<file path="src/hdl/selective_repeat_receiver_unit_defines.svh">
// ---------------------------------------------------------------------------
// Assertion macros for the selective-repeat receiver
// Concurrent checks clocked on clk_i and disabled while rst_ni is low.
// ---------------------------------------------------------------------------
`ifndef SELECTIVE_REPEAT_RECEIVER_UNIT_DEFINES_SVH
`define SELECTIVE_REPEAT_RECEIVER_UNIT_DEFINES_SVH

// Consequent must hold in the same cycle as the antecedent.
`define SRR_ASSERT_IMPL(lbl, ante, cons) \
  lbl: assert property (@(posedge clk_i) disable iff (!rst_ni) (ante) |-> (cons)) \
    else $error("srr: same-cycle check failed");

// Consequent must hold in the cycle after the antecedent.
`define SRR_ASSERT_NEXT(lbl, ante, cons) \
  lbl: assert property (@(posedge clk_i) disable iff (!rst_ni) (ante) |=> (cons)) \
    else $error("srr: next-cycle check failed");

// Condition must never be true.
`define SRR_ASSERT_NEVER(lbl, cond) \
  lbl: assert property (@(posedge clk_i) disable iff (!rst_ni) !(cond)) \
    else $error("srr: forbidden condition seen");

`endif

</file>
<file path="src/hdl/srr_pkg.sv">
// ---------------------------------------------------------------------------
// srr_pkg
// Shared types and constants of the selective-repeat receiver.
// ---------------------------------------------------------------------------
`default_nettype none

package srr_pkg;

  localparam int unsigned WINDOW_DEF      = 8;
  localparam int unsigned SEQ_SPACE_DEF   = 16;
  localparam int unsigned MAX_SENDERS_DEF = 16;

  localparam int unsigned SEQ_W     = 4;
  localparam int unsigned ID_W      = 8;
  localparam int unsigned DATA_W    = 64;
  localparam int unsigned CNT_W     = 5;
  localparam int unsigned CFG_W     = 8;
  localparam int unsigned CFG_IDX_W = 1;

  typedef enum logic [CFG_IDX_W-1:0] {
    REG_RECEIVER_ID,
    REG_SENDER_COUNT
  } reg_idx_e;

  typedef enum logic [1:0] {
    KIND_ACK,
    KIND_NAK,
    KIND_DLV
  } kind_e;

  typedef struct packed {
    logic [SEQ_W-1:0]  seq_number;
    logic [ID_W-1:0]   source_id;
    logic [ID_W-1:0]   dest_id;
    logic              crc_ok;
    logic [DATA_W-1:0] payload;
  } in_item_t;

  typedef struct packed {
    kind_e             kind;
    logic [ID_W-1:0]   peer_id;
    logic [SEQ_W-1:0]  reply_seq;
    logic [DATA_W-1:0] data_out;
    logic              last;
  } out_item_t;

  typedef enum logic [2:0] {
    ST_IDLE,
    ST_EVAL,
    ST_REPLY,
    ST_READ,
    ST_DELIVER
  } state_e;

  typedef struct packed {
    logic capture;  // latch the incoming request
    logic eval;     // latch window lookup results
    logic reply;    // load ACK or NAK into the output register
    logic store;    // write payload and set the received flag
    logic deliver;  // load a delivery and slide the window by one
  } ctrl_cmd_t;

  typedef struct packed {
    logic drop;
    logic crc_ok;
    logic in_win;
    logic off_zero;
    logic out_free;
    logic more;
  } ctrl_status_t;

endpackage

`default_nettype wire

</file>
<file path="src/hdl/srr_ctrl.sv">
// ---------------------------------------------------------------------------
// srr_ctrl
// Sequencer of the receiver: evaluate, answer, then drain the in-order run.
// ---------------------------------------------------------------------------
`default_nettype none

module srr_ctrl (
  input  logic                 clk_i,
  input  logic                 rst_ni,
  input  logic                 in_valid_i,
  output logic                 in_stall_o,
  input  srr_pkg::ctrl_status_t status_i,
  output srr_pkg::ctrl_cmd_t   cmd_o
);
  import srr_pkg::*;

  state_e state_q, state_d;

  always_ff @(posedge clk_i or negedge rst_ni) begin
    if (!rst_ni) begin
      state_q <= ST_IDLE;
    end else begin
      state_q <= state_d;
    end
  end

  always_comb begin
    state_d    = state_q;
    cmd_o      = '0;
    in_stall_o = 1'b1;
    unique case (state_q)
      ST_IDLE: begin
        in_stall_o = 1'b0;
        if (in_valid_i) begin
          cmd_o.capture = 1'b1;
          state_d       = ST_EVAL;
        end
      end
      ST_EVAL: begin
        cmd_o.eval = 1'b1;
        state_d    = ST_REPLY;
      end
      ST_REPLY: begin
        if (status_i.drop) begin
          state_d = ST_IDLE;
        end else if (status_i.out_free) begin
          cmd_o.reply = 1'b1;
          cmd_o.store = status_i.crc_ok && status_i.in_win;
          // A frame with a good CRC that lands on the left edge always starts a delivery run.
          if (status_i.crc_ok && status_i.in_win && status_i.off_zero) begin
            state_d = ST_READ;
          end else begin
            state_d = ST_IDLE;
          end
        end
      end
      ST_READ: begin
        state_d = ST_DELIVER;
      end
      ST_DELIVER: begin
        if (status_i.out_free) begin
          cmd_o.deliver = 1'b1;
          state_d       = status_i.more ? ST_DELIVER : ST_IDLE;
        end
      end
      default: begin
        state_d = ST_IDLE;
      end
    endcase
  end

endmodule

`default_nettype wire

</file>
<file path="config.mk">
export PLATFORM = sky130hd
export DESIGN_NAME = srr_ctrl
export DESIGN_NICKNAME = d
export VERILOG_FILES = /design/src/hdl/selective_repeat_receiver_unit_defines.svh /design/src/hdl/srr_pkg.sv /design/src/hdl/srr_ctrl.sv
export SDC_FILE = /design/constraint.sdc
export NUM_CORES = 1
export LEC_CHECK = 0
export ABC_CLOCK_PERIOD_IN_PS = 3140
export BUFFER_PORTS_ARGS = -buffer_cell sky130_fd_sc_hd__buf_4
export CAP_MARGIN = 15
export CORE_AREA = 2 2 39 41
export CTS_CLUSTER_SIZE = 30
export DETAILED_ROUTE_END_ITERATION = 8
export DIE_AREA = 0 0 41 43
export GPL_ROUTABILITY_DRIVEN = 0
export PLACE_DENSITY = 0.51
export SKIP_CTS_REPAIR_TIMING = 1
export SYNTH_ARGS = -nofsm -noshare
export SYNTH_HDL_FRONTEND = slang
export SYNTH_SLANG_ARGS = --single-unit
</file>
<file path="constraint.sdc">
create_clock -name clk_i -period 3.14 [get_ports clk_i]
set_input_delay 0.314 -clock clk_i [delete_from_list [all_inputs] [get_ports clk_i]]
set_output_delay 0.314 -clock clk_i [all_outputs]
set_load 0.1 [all_outputs]
</file>
Yosys cells after proc, flatten, opt, wreduce, memory -nomap -nowiden --
Index checks and enable logic that the tools add are counted.
Operators by class: multipliers 0, magnitude comparators 0, muxes and demuxes 16, bitwise gates (word level) 0, reductions and logical operators 4, divide/modulo/power cells 0, equal/unequal tests 7, add/subtract/negate cells 0, shift-type cells 0
Operators by type and width (count):
- 2-to-1 mux 3 bit | 5
- case mux 3 bit (5 select lines) | 1
- 2-to-1 mux 2 bit | 4
- equality test 3 x 2 -> 1 bit, second input constant | 2
- 2-to-1 mux 1 bit | 6
- inequality test 2 bit, second input constant | 2
- equality test 3 x 1 -> 1 bit, second input constant | 1
- equality test 3 bit, second input constant | 1
- logical NOT 3 bit | 1
- inequality test 3 bit, second input constant | 1
- AND reduction 3 bit | 1
- logical AND 1 bit | 2
Word-level totals: memories kept 0, bits in read-only memories 0, word-level logic and storage cells 28, memory bits (writable) 0, bits in latches 0, register bits after elaboration 3

Depth between registers and ports, before layout --
Gate-level depths: netlist of run 1.
word-level depth 6, mapped depth 3, gate-level depth less buffers 3

Worst setup path before layout of run 1 --
No wires, ideal clock.
path kind register to output, start register state_q[2], end output cmd_o[3] (netlist name), arrival time 2.672 ns, data required time 2.826 ns, setup slack 0.154 ns, stages on the path, launching flop included 2, buffers on the path 0, cell sequence dfrtp_1 -> nor3b_1
RTL lines:
- start: declaration | RTL line srr_ctrl.sv:17 | state_e state_q, state_d;
- start signal: assignment | RTL line srr_ctrl.sv:23 | state_q <= state_d;
- end: declaration | RTL line srr_ctrl.sv:13 | output srr_pkg::ctrl_cmd_t cmd_o

==> impl_metrics.csv, run 1 <==
group,metric,value,unit
floorplan,die_h,43,um
routing,vias,220,
pwr,leakage,0.191,nW
timing,finalCritPeriodShare,59.0,%
cells_and_area,final.fill_count,155,
cells_and_area,design_area,384,um^2
clock_tree,clk_pin_slew,30,ps
global_route,first_global_vias,195,
setup_path,crit_fanout,7,
synthesis,synth-seq-cells,3,
placement,place_hpwl,418,um
setup_path,crit_path_start_kind,"flip-flop",
timing,finalSetupViolCount,0,
cells_and_area,syn_to_final_growth,72.5,%
setup_path,crit_type,"flip-flop to output pin",
timing,period_minus_slack,1850,ps
timing,setup_tns,0,ps
global_route,antenna_found_initial,0,
floorplan,num_rows,14,
cells_and_area,largest_register_ffs,3,
placement,port_buffers,14,
synthesis,netlist-cell-type-count,15,
synthesis,synth_cells,22,
clock_tree,cts_root_buf,"clkbuf_4",
synthesis,yosysWarningCount,0,
placement,dpl_cell_area,348,um^2
routing,routed_wl,491,um
cells_and_area,seq_area,75.1,um^2
synthesis,synth_top_area_share,33.7,%
floorplan,die_area,1760,um^2
cells_and_area,largest_register,"state_q",
synthesis,syn_area,223,um^2
routing,dr.pass1.iters,2,
clock_tree,numCtsBuffers,3,
clock_tree,clkSinkCount,3,
cells_and_area,fin_nets,51,
global_route,groute.usage.overall,6.23,%
floorplan,core_area,1380,um^2
global_route,overflow,0,
timing,rsz0062_at_grt,"no",
clock_tree,clock_latency,230,ps
global_route,grt_pass1_wl,648,um
timing,hold_viol,0,
synthesis,yosysTopAreaCell,"dfrtp_1",
synthesis,ys_seq_area_share,33.7,%
cells_and_area,drive_above_1_share,53.7,%
cells_and_area,antenna_cells,0,
timing,max_freq,540,MHz
timing,relSlewSlack,81.5,%
synthesis,async_reset_ff_share,100,%
floorplan,initial_core_util,16.1,%
synthesis,synth_edf_count,0,
cells_and_area,top_regs,"state_q x3",
routing,drtIter0Drc,2,
routing,ant_nets,0,
cells_and_area,multiInputGateArea,140,um^2
run,max-cap-violations,0,
clock_tree,h-tree-depth,1,
synthesis,synth_flop_cell,"dfrtp_1",
global_route,grt_max_degree,8,
pwr,irDropWorstVdd,0.232,mV
timing,fin_skew,0.442,ps
clock_tree,cts_buffer_depth,2,
run_status,status,"finished clean",
hold_path,hold_class,"input port to asynchronous set/reset pin",
placement,post-place-ws,1510,ps
floorplan,die_x,41,um
setup_path,arrival,1540,ps
synthesis,syn-num-nets,31,
synthesis,synthTopCellsByCount,"3 x dfrtp_1, 3 x nor2_1, 2 x and3_1, 2 x inv_1, 2 x nand2b_1",
setup_path,cp_data_required_time,2830,ps
routing,via_per_inst,3.86,
timing,worst_pin_slew,280,ps
synthesis,synth_area_leaders,"dfrtp_1 34%, nor4b_4 11%, nand2b_4 6.2%, and3_1 5.6%, nand2b_1 5.6%",
clock_tree,cts_tree,"built",
pwr,p_per_area,1180,nW/um^2
routing,wl_per_cell,8.61,um
floorplan,ioPinCount,15,
setup_path,end_kind,"output pin",
synthesis,syn_area_per_cell,10.1,um^2
timing,slew_viol_final,0,
routing,drc,0,
timing,setup_slack,1290,ps
[routing by layer]
metal / routed length [um] / track usage, %
met5: 0 / 0
met3: 18 / 1.57
met2: 281 / 10.0
met1: 171 / 3.87
met4: 19 / 10.0
[critical path, stage by stage (launching register included)]
cell,delay (ps)
dfrtp_1,420
nand2b_4,170
nor4b_4,250
and3_1,190
buf_4,280
[cell type report]
cell class | instances | share of cell area (%)
Multi-Input combinational cell | 17 | 36.5
Timing Repair Buffer | 15 | 30.0
Tap cell | 16 | 5.21
Sequential cell | 3 | 19.5
Clock buffer | 4 | 6.84
Inverter | 2 | 1.95
[power breakdown]
part           switching, mW  internal [mW]
Clock                 0.0177         0.0475
Sequential            0.0246         0.0540
Combinational          0.225         0.0848
Total                  0.267          0.186
[cell families after synthesis]
| logic type | count (synthesis) | synth area share (%) |
|---|---|---|
| buffers and inverters | 2 | 3.37 |
| AO/OA/AOI/OAI | 4 | 12.9 |
| flip-flops | 3 | 33.7 |
| AND/OR/NAND/NOR | 13 | 50.0 |
[stage by stage]
| stage | utilization [%] | hold WS (ps) | power, mW | cells |
|---|---|---|---|---|
| floorplan | - | 18.4 | 0.332 | 22 |
| global placement | 25.1 | 105 | 0.394 | 52 |
| detailed placement | 25.1 | 106 | 0.392 | 52 |
| CTS | 27.0 | -139 | 0.460 | 56 |
| global route | 27.8 | 415 | 0.475 | 57 |
| finish | 27.8 | 407 | 0.453 | 57 |
[worst paths after layout]
check                                 start         end  slack (ps)  depth (start not counted)
worst max-delay path             state_q[0]    cmd_o[1]        1290                          4
worst min-delay path                 rst_ni  state_q[0]         410                          2
worst max register to register   state_q[2]  state_q[0]        2020                          3
worst min register to register   state_q[2]  state_q[1]         560                          1
max in group asynchronous            rst_ni  state_q[1]        2630                          2
min in group clk_i              status_i[0]  state_q[2]         410                          3
[cell usage in the layout (no fill, tap or decap)]
cell / n
a21o_2: 1
a21oi_1: 1
and3_1: 2
buf_4: 14
clkbuf_1: 1
clkbuf_4: 3
dfrtp_1: 3
dlygate4sd3_1: 1
inv_1: 2
nand2b_1: 2
nand2b_4: 1
nand3b_1: 1
nor2_1: 3
nor2_4: 1
nor3b_1: 1
nor4b_4: 1
o211ai_1: 1
o31ai_1: 1
or3_4: 1
Note: power is estimated with default switching activity, not from simulation.
==> run 2: changes to the inputs <==
Settings changed: ABC_AREA set to 1, ABC_CLOCK_PERIOD_IN_PS 3140 to 1900, PLACE_DENSITY 0.51 to 0.54.
Clock period 3.14 ns to 1.9 ns, I/O delays scaled along.
==> run 2 against run 1 <==
Net effect:
- clock-buffer cell count stayed put
- area after synthesis is 16% higher
- core utilization is 3.9 points higher
- clock power is 67% higher
- critical path type unchanged
- largest cell class unchanged
- largest power group unchanged
- highest routed layer is now met3
==> impl_metrics.csv, run 2 <==
group,metric,value,unit
run_status,status,"finished clean",
setup_path,end_kind,"output pin",
global_route,overflow,0,
clock_tree,cts_tree,"built",
timing,hold_viol,0,
setup_path,cp_data_required_time,1710,ps
clock_tree,cts_root_buf,"clkbuf_4",
routing,via_per_inst,3.94,
routing,ant_nets,0,
hold_path,hold_class,"input port to flip-flop",
routing,vias,303,
pwr,leakage,0.243,nW
synthesis,synth.most_common_cell,"nand2_1",
synthesis,syn_area_per_cell,6.17,um^2
clock_tree,h-tree-depth,1,
clock_tree,cts_buffer_depth,2,
synthesis,synth_area_leaders,"dfrtp_1 29%, nand2_2 12%, nand3_1 12%, nand2_1 12%, nor2_1 10%",
timing,worst_pin_slew,278,ps
timing,max_freq,640,MHz
pwr,power_frac_seq,14.6,%
pwr,p_total,0.860,mW
cells_and_area,drive_above_1_share,54.1,%
cells_and_area,largest_register,"state_q",
setup_path,arrival,1370,ps
floorplan,ioPinCount,15,
clock_tree,clk_pin_slew,30,ps
synthesis,synthTopCellsByCount,"8 x nand2_1, 7 x nor2_1, 6 x nand3_1",
placement,dpl_cell_area,402,um^2
pwr,internal-power,0.312,mW
timing,finalCritPeriodShare,82.2,%
cells_and_area,fin_nets,71,
floorplan,initial_core_util,18.7,%
floorplan,die_area,1760,um^2
placement,port_buffers,14,
synthesis,ys_seq_area_share,29.0,%
cells_and_area,final_cell_mix,"14 x buf_4, 8 x nand2_1, 6 x nand3_1",
clock_tree,clkSinkCount,3,
clock_tree,numCtsBuffers,3,
cells_and_area,syn_to_final_growth,69.1,%
synthesis,synth_top_area_share,29.0,%
cells_and_area,final.fill_count,159,
floorplan,die_h,43,um
floorplan,num_rows,14,
timing,finalSetupViolCount,0,
synthesis,syn_area,259,um^2
timing,fin_skew,0.366,ps
routing,wl_per_cell,7.62,um
routing,drtIter0Drc,3,
cells_and_area,antenna_cells,0,
cells_and_area,design_area,438,um^2
global_route,first_global_vias,280,
pwr,switchingPower,0.548,mW
timing,period_minus_slack,1560,ps
hold_path,min_path_cells,4,
synthesis,synth-seq-cells,3,
cells_and_area,final_common_cell,"buf_4",
floorplan,die_x,41,um
pwr,p_per_area,1960,nW/um^2
cells_and_area,largest_register_ffs,3,
synthesis,synth_cells,42,
setup_path,crit_type,"flip-flop to output pin",
routing,drc,0,
synthesis,async_reset_ff_share,100,%
pwr,swShare,63.7,%
setup_path,path_cells,"nor2_2, nand2_2, nor3_2, buf_4",
placement,dp_cells,72,
synthesis,synth_edf_count,0,
global_route,grt_pass1_wl,966,um
synthesis,yosysTopAreaCell,"dfrtp_1",
pwr,p_comb_share,72.7,%
cells_and_area,top_regs,"state_q x3",
placement,place_hpwl,505,um
timing,rsz0062_at_grt,"no",
setup_path,reg2regPathDepth,6,
synthesis,yosysWarningCount,0,
setup_path,slowest_stage,"dfrtp_1",
timing,slew_viol_final,0,
pwr,irDropWorstVdd,0.703,mV
synthesis,syn-num-nets,51,
synthesis,netlist-cell-type-count,11,
global_route,groute.usage.overall,8.34,%
run,max-cap-violations,0,
synthesis,synth_flop_cell,"dfrtp_1",
routing,dr.pass1.iters,2,
global_route,grt_max_degree,6,
timing,relSlewSlack,81.6,%
global_route,antenna_found_initial,0,
pwr,clkPwrFrac,12.7,%
setup_path,crit_fanout,5,
setup_path,crit_path_start_kind,"flip-flop",
clock_tree,clock_latency,230,ps
cells_and_area,fin_cells,77,
routing,routed_wl,587,um
floorplan,core_area,1380,um^2
setup_path,worst_path_largest_cell_delay,420,ps
[run 2: cell types whose count changed after synthesis, moves of 3 or more]
cell | previous run | this run
nor2_2 | 0 | 3
nand3_1 | 0 | 6
inv_2 | 0 | 3
nor2_1 | 3 | 7
nand2_1 | 0 | 8
nand2_2 | 0 | 5
[run 2: per-stage QoR]
step	setup slack (ps)	setup TNS [ps]	hold WS (ps)	utilization (%)
final	338	0	245	31.6
after detailed placement	571	0	-17.8	29.0
after global routing	254	0	248	31.6
after CTS	318	0	-268	30.9
after global placement	583	0	-17.5	29.0
after floorplan	-146	-146	-106	-
[run 2: worst max-delay path, delay by kind of cell, from the launching register on]
family        cells  cell delay [ps]
buf+inv           1              310
flops             1              420
simple gates      3              420
[run 2: power groups by stage]
stage	Sequential, mW	Clock (mW)	Combinational [mW]
4_1_cts	0.125	0.117	0.630
3_5_place_dp	0.126	0	0.630
6_report	0.126	0.109	0.625
3_3_place_gp	0.127	0	0.631
2_1_floorplan	0.122	0	0.519
5_1_grt	0.127	0.123	0.666
[run 2: final timing paths]
check,startpoint,end,slack [ps]
max,state_q[2],cmd_o[1],340
min,status_i[1],state_q[1],240
max reg2reg,state_q[0],state_q[2],770
min reg2reg,state_q[1],state_q[2],600
max in group asynchronous,rst_ni,state_q[2],1520
min in group asynchronous,rst_ni,state_q[0],290
[run 2: cell type report]
| type | count | area (um^2) | share of cell area, % |
|---|---|---|---|
| inverter | 7 | 26.3 | 6.00 |
| multi-input combinational | 32 | 175 | 40.0 |
| timing repair buffer | 15 | 115 | 26.3 |
| clock buffer | 4 | 26.3 | 6.00 |
| sequential | 3 | 75.1 | 17.1 |
| tap | 16 | 20.0 | 4.57 |
[run 2: kinds of logic after synthesis]
| logic type | share of synthesized area [%] |
|---|---|
| AND/OR/NAND/NOR | 58.5 |
| AO/OA/AOI/OAI | 2.42 |
| buffers and inverters | 10.1 |
| flip-flops | 29.0 |
[run 2: layer usage]
layer	track usage, %	wire length [um]
met4	8.00	0
met5	0	0
met1	10.0	252
met2	11.6	286
met3	1.57	48
==> run 3: changes to the inputs <==
Settings changed: ABC_CLOCK_PERIOD_IN_PS 1900 to 1280, PLACE_DENSITY 0.54 to 0.55.
Clock period 1.9 ns to 1.28 ns, I/O delays scaled along.
==> run 3 against run 2 <==
Net effect:
- the flow now finishes with violations (negative setup slack)
- clock power increased by 59%
- cell area increased by 39%
- combinational power increased by 120%
- final cell count increased by 7.8%
- largest cell class is now non-clock buffers
==> impl_metrics.csv, run 3 (synthesized netlist as in run 2, its figures left out) <==
group,metric,value,unit
routing,dr.pass1.iters,3,
cells_and_area,top_regs,"state_q x3",
pwr,switchingPower,0.982,mW
setup_path,crit_fanout,4,
global_route,first_global_vias,328,
cells_and_area,largest_register_ffs,3,
global_route,groute.usage.overall,10.4,%
setup_path,critPathBufInv,2,
floorplan,die_x,41,um
clock_tree,numCtsBuffers,3,
cells_and_area,design_area,611,um^2
cells_and_area,fin_nets,77,
clock_tree,cts_root_buf,"clkbuf_4",
routing,via_per_inst,4.29,
setup_path,cp_data_required_time,1150,ps
placement,dp_cells,76,
clock_tree,h-tree-depth,1,
timing,relSlewSlack,78.4,%
timing,fin_skew,5.59,ps
pwr,internal-power,0.744,mW
cells_and_area,drive_above_1_share,62.7,%
cells_and_area,final_cell_mix,"14 x buf_4, 7 x nand2_1, 6 x nand3_1, 6 x nor2_4, 5 x buf_12",
global_route,antenna_found_initial,0,
run_status,violations,"negative setup slack",
routing,routed_wl,844,um
hold_path,hold_class,"input port to flip-flop",
cells_and_area,largest_register,"state_q",
pwr,power_frac_seq,11.9,%
cells_and_area,antenna_cells,0,
timing,finalCritPeriodShare,114,%
pwr,swShare,56.9,%
floorplan,die_h,43,um
timing,hold_viol,0,
run_status,status,"finished with violations",
setup_path,cp_top_family,"flip-flops",
routing,vias,356,
floorplan,die_area,1760,um^2
run,max-cap-violations,0,
cells_and_area,syn_to_final_growth,136,%
placement,port_buffers,14,
cells_and_area,final_common_cell,"buf_4",
setup_path,crit_type,"flip-flop to output pin",
timing,max_freq,687,MHz
pwr,p_per_area,2830,nW/um^2
setup_path,arrival,1330,ps
floorplan,initial_core_util,18.7,%
pwr,p_comb_share,78.0,%
clock_tree,clkSinkCount,3,
cells_and_area,final.fill_count,153,
clock_tree,clk_pin_slew,40,ps
timing,slew_viol_final,0,
clock_tree,clock_latency,240,ps
setup_path,path_cells,"nor2_4, buf_12, nand2_8, nor2_4, buf_12",
floorplan,core_area,1380,um^2
clock_tree,cts_buffer_depth,2,
timing,setup_slack,-176,ps
routing,drc,0,
placement,dpl_cell_area,483,um^2
placement,place_hpwl,596,um
cells_and_area,fin_cells,83,
setup_path,slowest_stage,"dfrtp_2",
pwr,irDropWorstVdd,1.22,mV
floorplan,num_rows,14,
global_route,grt_pass1_wl,1.23,mm
timing,holdWs,176,ps
timing,worst_pin_slew,323,ps
timing,rsz0062_at_grt,"yes",
timing,finalSetupViolCount,6,
setup_path,end_kind,"output pin",
timing,period_minus_slack,1460,ps
pwr,clkPwrFrac,10.0,%
setup_path,crit_path_start_kind,"flip-flop",
clock_tree,cts_tree,"built",
global_route,grt_max_degree,6,
global_route,overflow,0,
timing,setup_tns,-831,ps
routing,ant_nets,0,
routing,wl_per_cell,10.2,um
routing,drtIter0Drc,11,
pwr,leakage,0.302,nW
floorplan,ioPinCount,15,
pwr,p_total,1.73,mW
setup_path,worst_path_largest_cell_delay,450,ps
run 3: cell type report:
type,count,area (um^2),area share (%)
timing repair buffer,21,230,37.7
clock buffer,4,26.3,4.30
tap,16,20.0,3.28
sequential,3,76.3,12.5
inverter,7,30.0,4.92
multi-input combinational,32,228,37.3
run 3: per-stage QoR:
stage                     utilization [%]  setup slack, ps
after detailed placement             34.9            -49.2
final                                44.1             -176
after global routing                 44.1             -237
after global placement               34.9            -40.6
after floorplan                         -             -310
after CTS                            36.8             -308
run 3: power by group through the flow:
stage	sequential (mW)	combinational (mW)	clock [mW]
6_report	0.206	1.35	0.173
5_1_grt	0.213	1.43	0.196
4_1_cts	0.196	1.19	0.173
3_5_place_dp	0.197	1.19	0
3_3_place_gp	0.196	1.18	0
2_1_floorplan	0.190	0.871	0
run 3: tightest hold or removal path, stage by stage:
cell and delay (ps):
buf_4 90, nor2_1 40, nand3_1 70, nand2_1 50
run 3: path summary, 6_finish.rpt:
check,startpoint,to,slack [ps],depth (start not counted)
min in group asynchronous,rst_ni,state_q[0],220,2
worst max register to register,state_q[0],state_q[2],40,7
worst min register to register,state_q[0],state_q[1],640,3
worst max-delay path,state_q[0],cmd_o[4],-180,5
worst min-delay path,status_i[1],state_q[1],180,4
max in group asynchronous,rst_ni,state_q[0],950,2
run 3: routing by layer:
layer	track usage (%)	share of wire, %	vias to the layer above
li1	-	-	180
met1	12.6	40	164
met2	15.3	53	12
met3	4.71	6.4	0
met4	4.00	0	0
met5	0	0	-
